$ cat src/sv/ihq_pkg.sv
// ----------------------------------------------------------------------------
// Indexed max-heap package
// Shared widths, operation and status codes, datapath commands and the
// status bundle that the datapath returns to the controller.
// ----------------------------------------------------------------------------
package ihq_pkg;

  // Default number of ids held by the heap.
  localparam int NUM_IDS_DEF = 1024;

  // Fixed field widths of the two channels.
  localparam int OP_W  = 2;
  localparam int ID_W  = 10;
  localparam int PRI_W = 32;
  localparam int ST_W  = 2;
  localparam int CNT_W = 11;

  typedef enum logic [OP_W-1:0] {
    OP_SET    = 2'd0,
    OP_REMOVE = 2'd1,
    OP_POP    = 2'd2,
    OP_CLEAR  = 2'd3
  } op_t;

  typedef enum logic [ST_W-1:0] {
    ST_OK     = 2'd0,
    ST_RANGE  = 2'd1,
    ST_ABSENT = 2'd2,
    ST_EMPTY  = 2'd3
  } status_t;

  // One step of datapath work, issued by the controller each cycle.
  typedef enum logic [4:0] {
    CMD_NOP,
    CMD_SWEEP,
    CMD_CAPTURE,
    CMD_ERR_RANGE,
    CMD_ERR_ABSENT,
    CMD_ERR_EMPTY,
    CMD_CLEAR,
    CMD_SET_WR,
    CMD_RD_POS,
    CMD_CHK,
    CMD_INS,
    CMD_PRES,
    CMD_POP_RD,
    CMD_POP_ID,
    CMD_RM_START,
    CMD_LD_LAST,
    CMD_LD_LPR,
    CMD_UP_RD,
    CMD_UP_PR,
    CMD_UP_CMP,
    CMD_DN_RD,
    CMD_DN_C1,
    CMD_DN_C2,
    CMD_DN_CMP,
    CMD_FIN,
    CMD_TOP_RD,
    CMD_RESULT
  } cmd_t;

  // Flags the controller steers by.
  typedef struct packed {
    op_t  op;
    logic range_err;
    logic heap_empty;
    logic present;
    logic last_eq;
    logic up_ok;
    logic up_swap;
    logic dn_ok;
    logic dn_swap;
    logic sweep_last;
    logic out_busy;
  } dp_stat_t;

endpackage

$ cat src/sv/ihq_ctrl.sv
// ----------------------------------------------------------------------------
// Indexed max-heap controller
// Sequences the position sweep after reset, operation decode, sift up,
// sift down and result delivery by issuing one datapath command per cycle.
// ----------------------------------------------------------------------------
module ihq_ctrl (
  input  logic              clk,
  input  logic              rst_n,
  input  logic              in_valid,
  output logic              in_ready,
  input  ihq_pkg::dp_stat_t stat,
  output ihq_pkg::cmd_t     cmd
);

  typedef enum logic [4:0] {
    S_SWEEP, S_IDLE, S_DEC, S_CHK, S_PRES, S_POPID, S_RM, S_LAST, S_LPR,
    S_UP, S_UPP, S_UPC, S_DN, S_DN1, S_DN2, S_DNC, S_FIN, S_TOP, S_TOPW
  } state_t;

  state_t state_r, state_nxt;
  logic   in_ready_r, in_ready_nxt;

  // Next state and command.
  always_comb begin
    state_nxt = state_r;
    cmd       = ihq_pkg::CMD_NOP;
    unique case (state_r)
      S_SWEEP: begin
        cmd = ihq_pkg::CMD_SWEEP;
        if (stat.sweep_last) begin
          state_nxt = S_IDLE;
        end
      end
      S_IDLE: begin
        if (in_valid && in_ready_r) begin
          cmd       = ihq_pkg::CMD_CAPTURE;
          state_nxt = S_DEC;
        end
      end
      S_DEC: begin
        unique case (stat.op)
          ihq_pkg::OP_SET, ihq_pkg::OP_REMOVE: begin
            if (stat.range_err) begin
              cmd       = ihq_pkg::CMD_ERR_RANGE;
              state_nxt = S_TOP;
            end else begin
              cmd       = (stat.op == ihq_pkg::OP_SET) ? ihq_pkg::CMD_SET_WR
                                                       : ihq_pkg::CMD_RD_POS;
              state_nxt = S_CHK;
            end
          end
          ihq_pkg::OP_POP: begin
            if (stat.heap_empty) begin
              cmd       = ihq_pkg::CMD_ERR_EMPTY;
              state_nxt = S_TOP;
            end else begin
              cmd       = ihq_pkg::CMD_POP_RD;
              state_nxt = S_POPID;
            end
          end
          ihq_pkg::OP_CLEAR: begin
            cmd       = ihq_pkg::CMD_CLEAR;
            state_nxt = S_TOP;
          end
          default: state_nxt = S_TOP;
        endcase
      end
      S_CHK: begin
        cmd       = ihq_pkg::CMD_CHK;
        state_nxt = S_PRES;
      end
      S_PRES: begin
        if (stat.op == ihq_pkg::OP_SET) begin
          cmd       = stat.present ? ihq_pkg::CMD_PRES : ihq_pkg::CMD_INS;
          state_nxt = S_UP;
        end else if (stat.present) begin
          cmd       = ihq_pkg::CMD_RM_START;
          state_nxt = S_LAST;
        end else begin
          cmd       = ihq_pkg::CMD_ERR_ABSENT;
          state_nxt = S_TOP;
        end
      end
      S_POPID: begin
        cmd       = ihq_pkg::CMD_POP_ID;
        state_nxt = S_RM;
      end
      S_RM: begin
        cmd       = ihq_pkg::CMD_RM_START;
        state_nxt = S_LAST;
      end
      // The last entry moves into the vacated slot unless it was that slot.
      S_LAST: begin
        if (stat.last_eq) begin
          state_nxt = S_TOP;
        end else begin
          cmd       = ihq_pkg::CMD_LD_LAST;
          state_nxt = S_LPR;
        end
      end
      S_LPR: begin
        cmd       = ihq_pkg::CMD_LD_LPR;
        state_nxt = S_UP;
      end
      // Sift up: read parent, its priority, then compare and swap.
      S_UP: begin
        if (stat.up_ok) begin
          cmd       = ihq_pkg::CMD_UP_RD;
          state_nxt = S_UPP;
        end else begin
          state_nxt = S_DN;
        end
      end
      S_UPP: begin
        cmd       = ihq_pkg::CMD_UP_PR;
        state_nxt = S_UPC;
      end
      S_UPC: begin
        cmd       = ihq_pkg::CMD_UP_CMP;
        state_nxt = stat.up_swap ? S_UP : S_DN;
      end
      // Sift down: read both children and their priorities, then compare.
      S_DN: begin
        if (stat.dn_ok) begin
          cmd       = ihq_pkg::CMD_DN_RD;
          state_nxt = S_DN1;
        end else begin
          state_nxt = S_FIN;
        end
      end
      S_DN1: begin
        cmd       = ihq_pkg::CMD_DN_C1;
        state_nxt = S_DN2;
      end
      S_DN2: begin
        cmd       = ihq_pkg::CMD_DN_C2;
        state_nxt = S_DNC;
      end
      S_DNC: begin
        cmd       = ihq_pkg::CMD_DN_CMP;
        state_nxt = stat.dn_swap ? S_DN : S_FIN;
      end
      S_FIN: begin
        cmd       = ihq_pkg::CMD_FIN;
        state_nxt = S_TOP;
      end
      S_TOP: begin
        cmd       = ihq_pkg::CMD_TOP_RD;
        state_nxt = S_TOPW;
      end
      S_TOPW: begin
        if (!stat.out_busy) begin
          cmd       = ihq_pkg::CMD_RESULT;
          state_nxt = S_IDLE;
        end
      end
      default: state_nxt = S_IDLE;
    endcase
    in_ready_nxt = (state_nxt == S_IDLE);
  end

  // State and registered ready.
  always_ff @(posedge clk) begin
    if (!rst_n) begin
      state_r    <= S_SWEEP;
      in_ready_r <= 1'b0;
    end else begin
      state_r    <= state_nxt;
      in_ready_r <= in_ready_nxt;
    end
  end

  assign in_ready = in_ready_r;

endmodule

$ cat config.mk
export PLATFORM = sky130hd
export DESIGN_NAME = ihq_ctrl
export DESIGN_NICKNAME = d
export VERILOG_FILES = /design/src/sv/ihq_pkg.sv /design/src/sv/ihq_ctrl.sv
export SDC_FILE = /design/constraint.sdc
export NUM_CORES = 1
export LEC_CHECK = 0
export ABC_AREA = 1
export BUFFER_PORTS_ARGS = -buffer_cell sky130_fd_sc_hd__buf_4
export CAP_MARGIN = 30
export CORE_MARGIN = 5
export CORE_UTILIZATION = 53
export CTS_CLUSTER_SIZE = 25
export DETAILED_ROUTE_END_ITERATION = 16
export PLACE_DENSITY = 0.79
export RECOVER_POWER = 100
export SLEW_MARGIN = 40
export SYNTH_ARGS = -nofsm -noshare
export SYNTH_HDL_FRONTEND = slang
export SYNTH_SLANG_ARGS = --single-unit
export TNS_END_PERCENT = 100
$ cat constraint.sdc
create_clock -name clk -period 1.6 [get_ports clk]
set_input_delay 0.08 -clock clk [delete_from_list [all_inputs] [get_ports clk]]
set_output_delay 0.08 -clock clk [all_outputs]
set_load 0.005 [all_outputs]
==> results.toml <==
[clock_tree]
cts_tree = "done"
cts.clk_slew.worst_paths_ns = 0.05
numClockSinks = 6
htreeDepth = 1
clk_root_buffer_cell = "clkbuf_4"
cts_buffers = 3
ctsHoldBuffers = 0
clk_latency_ns = 0.26
cts_buffer_depth = 2

[logic_synthesis]
synth.most_common_cell = "nand2_1"
synth-main-ff-cell = "dfxtp_1"
yosys.area.top_type = "nand2_1"
yosys-top-cells-area = "nand2_1 16%, nor2_1 14%, dfxtp_1 13%, nand3_1 11%, inv_1 10%"
synth_top_area_share_pct = 15.8
synth_nets = 186
synth-edff-count = 0
synth_seq_cells = 6
netlist-cell-type-count = 27
synth_common_cells = "38 x nand2_1, 33 x nor2_1, 24 x inv_1, 20 x nand3_1, 7 x o21ai_0"
syn_area_per_cell_um2 = 5.27
ys_seq_area_share_pct = 13.3
async_flop_share_pct = 0
synth_cells = 171
ys_warn_count = 0
syn_area_um2 = 901

[floorplan]
io_pins = 21
core_um2 = 1560
die_area_um2 = 2620
row_count = 14
die_h_um = 51.2
initial_core_util_pct = 57.8
die_x_um = 51.2

[sta]
rsz0062_at_grt = "true"
period_minus_slack_ns = 1.67
layout_setup_ws_ns = -0.0659
hold_slack_ns = 0.0854
fin_crit_sh_pct = 104
skew_ns = 0.00692
drv_slew = 0
hold_violations = 0
worstMarginPinSlew_ns = 0.302
setup_viol = 5
max_slew_margin_pct = 79.7
fmax_ghz = 0.600

[placed_design]
place_inst = 209
port_buffers = 20
dp.final_hpwl_mm = 2.44
place_congestion = 1.02

[global_route]
first_global_vias = 1264
grt_max_degree = 9
grt_pass1_wl_mm = 5.37
antenna_found_initial = 0
grtUsageTotal_pct = 26.4
grt_overflow = 0

[power]
p_leak_nw = 0.735
seqPwrFrac_pct = 28.3
p_switching_mw = 0.286
p_comb_share_pct = 49.9
intPower_mw = 0.393
fin_total_pwr_mw = 0.679
switching_share_pct = 42.2
powerDensity_nw_per_um2 = 509
p_clk_share_pct = 21.8
ir_worst_vdd_mv = 0.457

[detailed_routing]
viasPerCell = 6.28
route.detailed.drc = 0
first_iter_violations = 77
drtPass1Iterations = 5
vias = 1387
wl_per_cell_um = 16.6
postRouteAntennaNets = 0
wl_mm = 3.66

[worst_hold_path]
min_from = "rst_n"
worst_hold_path.endpoint = "in_ready$_SDFF_PN0_"
holdCritPathClass = "in -> reg"
holdPathStages = 3

[layout]
area_growth_pct = 48.2
drive_gt1_share_pct = 42.4
fillers = 98
fin_nets = 222
finalNonFillerCells = 221
diodes = 0

[critical_path]
critPathKind = "reg -> out"
cp_slowest_cell = "dfxtp_4"
timing.rr.end = "in_ready$_SDFF_PN0_"
path_cells = "nor2_4 > buf_4 > nand3_1 > o21ai_2 > nor4_2 > nand2_1 > buf_4"
setup.worst_path.start_class = "flip-flop"
path_max_fanout = 6
r2r_setup_slack_ns = 0.03
critPathCaptureType = "output pin"
r2r_cells = 10
r2r_start = "state_r[0]$_SDFF_PN0_"
slowest_delay_ns = 0.40
critPathRequiredTime_ns = 1.52
crit_top_cell = "buf_4"
path_buf_inv = 2
crit_family = "simple AND/OR/NAND/NOR gates"
critPathArrivalTime_ns = 1.59

[outcome]
status = "finished, violations left"
violations = "setup timing"

[job]
maxCapViolCount = 0
-- area by class of cell --
cell class	count	area (um2)	area share, %
tap	16	20.0	1.50
sequential	6	139	10.4
multi-input combinational	135	795	59.5
inverter	28	111	8.34
clock buffer	3	22.5	1.69
timing repair buffer	33	248	18.6
-- worst max path at each step --
stage | slack (ns) | to | cells past startpoint | from
global route | -0.10 | cmd[1] | 8 | state_r[3]$_SDFF_PN0_
finish | -0.07 | cmd[4] | 7 | state_r[3]$_SDFF_PN0_
global placement | -0.02 | cmd[1] | 8 | state_r[1]$_SDFF_PN0_
CTS | 0.001 | cmd[0] | 8 | state_r[4]$_SDFF_PN0_
floorplan | 0.26 | in_ready$_SDFF_PN0_ | 9 | state_r[3]$_SDFF_PN0_
detailed placement | -0.05 | cmd[1] | 8 | state_r[1]$_SDFF_PN0_
-- metrics by stage --
| step | instance area (um2) | util [%] | setup TNS [ns] | worst slack, ns |
|---|---|---|---|---|
| 2_1_floorplan | 901 | - | 0 | 0.262 |
| 3_3_place_gp | 1090 | 69.7 | -0.0158 | -0.0158 |
| 3_5_place_dp | 1090 | 69.7 | -0.0934 | -0.0527 |
| 4_1_cts | 1230 | 79.1 | 0 | 0.00116 |
| 5_1_grt | 1340 | 85.6 | -0.501 | -0.103 |
| 6_report | 1340 | 85.6 | -0.182 | -0.0659 |
-- power by group through the flow --
| stage | sequential (mW) | clock, mW | combinational, mW |
|---|---|---|---|
| 6_report | 0.192 | 0.148 | 0.339 |
| 5_1_grt | 0.194 | 0.158 | 0.362 |
| 4_1_cts | 0.188 | 0.150 | 0.278 |
| 3_5_place_dp | 0.188 | 0 | 0.251 |
| 3_3_place_gp | 0.188 | 0 | 0.248 |
| 2_1_floorplan | 0.184 | 0 | 0.154 |
-- worst min-delay path, stage by stage --
cell and delay [ns]:
buf_4 0.13, nand3_2 0.05, nor2_1 0.04
-- cells in the final DEF, fill, tap and decap left out --
| cell type | Yosys | final |
|---|---|---|
| nand4_1 | 4 | 4 |
| dfxtp_1 | 6 | 1 |
| nand3_4 | 0 | 2 |
| buf_4 | 2 | 32 |
| nand2_1 | 38 | 33 |
| o21ai_2 | 0 | 2 |
| o311ai_1 | 1 | 1 |
| nor2_1 | 33 | 29 |
| a22oi_1 | 1 | 1 |
| a21oi_1 | 4 | 3 |
| nor4_2 | 0 | 2 |
| inv_1 | 24 | 18 |
| o211ai_1 | 2 | 2 |
| nor2_2 | 6 | 5 |
| a31oi_1 | 2 | 2 |
| inv_2 | 1 | 7 |
| nand3_2 | 3 | 4 |
| or2_2 | 1 | 1 |
| nor2_4 | 1 | 6 |
| clkbuf_4 | 0 | 4 |
| and3_1 | 1 | 1 |
| nand2_4 | 1 | 5 |
| nor3_2 | 1 | 4 |
| nand2_2 | 3 | 4 |
| inv_4 | 1 | 2 |
| nand3_1 | 20 | 17 |
| dfxtp_4 | 0 | 5 |
| clkinv_2 | 0 | 1 |
| a21oi_2 | 0 | 1 |
| o21ai_0 | 7 | 5 |
| o2bb2ai_1 | 1 | 1 |
-- sequential cells by signal, indices dropped and copies added, names as in the netlist --
name and count:
state_r 5, in_ready 1
-- logic make-up (layout without fill, tap and decap cells) --
logic type | Yosys count | in the layout | share of synthesized area, %
buf+inv | 30 | 64 | 13.6
compound gates | 18 | 18 | 11.9
flops | 6 | 6 | 13.3
simple gates | 117 | 117 | 61.1
-- layer usage --
| metal | GRT usage (%) | up-vias | routed length, um |
|---|---|---|---|
| met4 | 10.9 | 0 | 187 |
| li1 | - | 628 | - |
| met5 | 0 | - | 0 |
| met1 | 31.2 | 610 | 1340 |
| met3 | 4.65 | 31 | 390 |
| met2 | 47.0 | 118 | 1740 |
-- what timing repair did --
item                       4_1_cts  5_1_grt
setup endpoints to repair        6        6
pin swaps                        8       14
gates resized for setup         32       20
buffers inserted                 4        5
No activity file was read; power rests on OpenSTA's default activity.
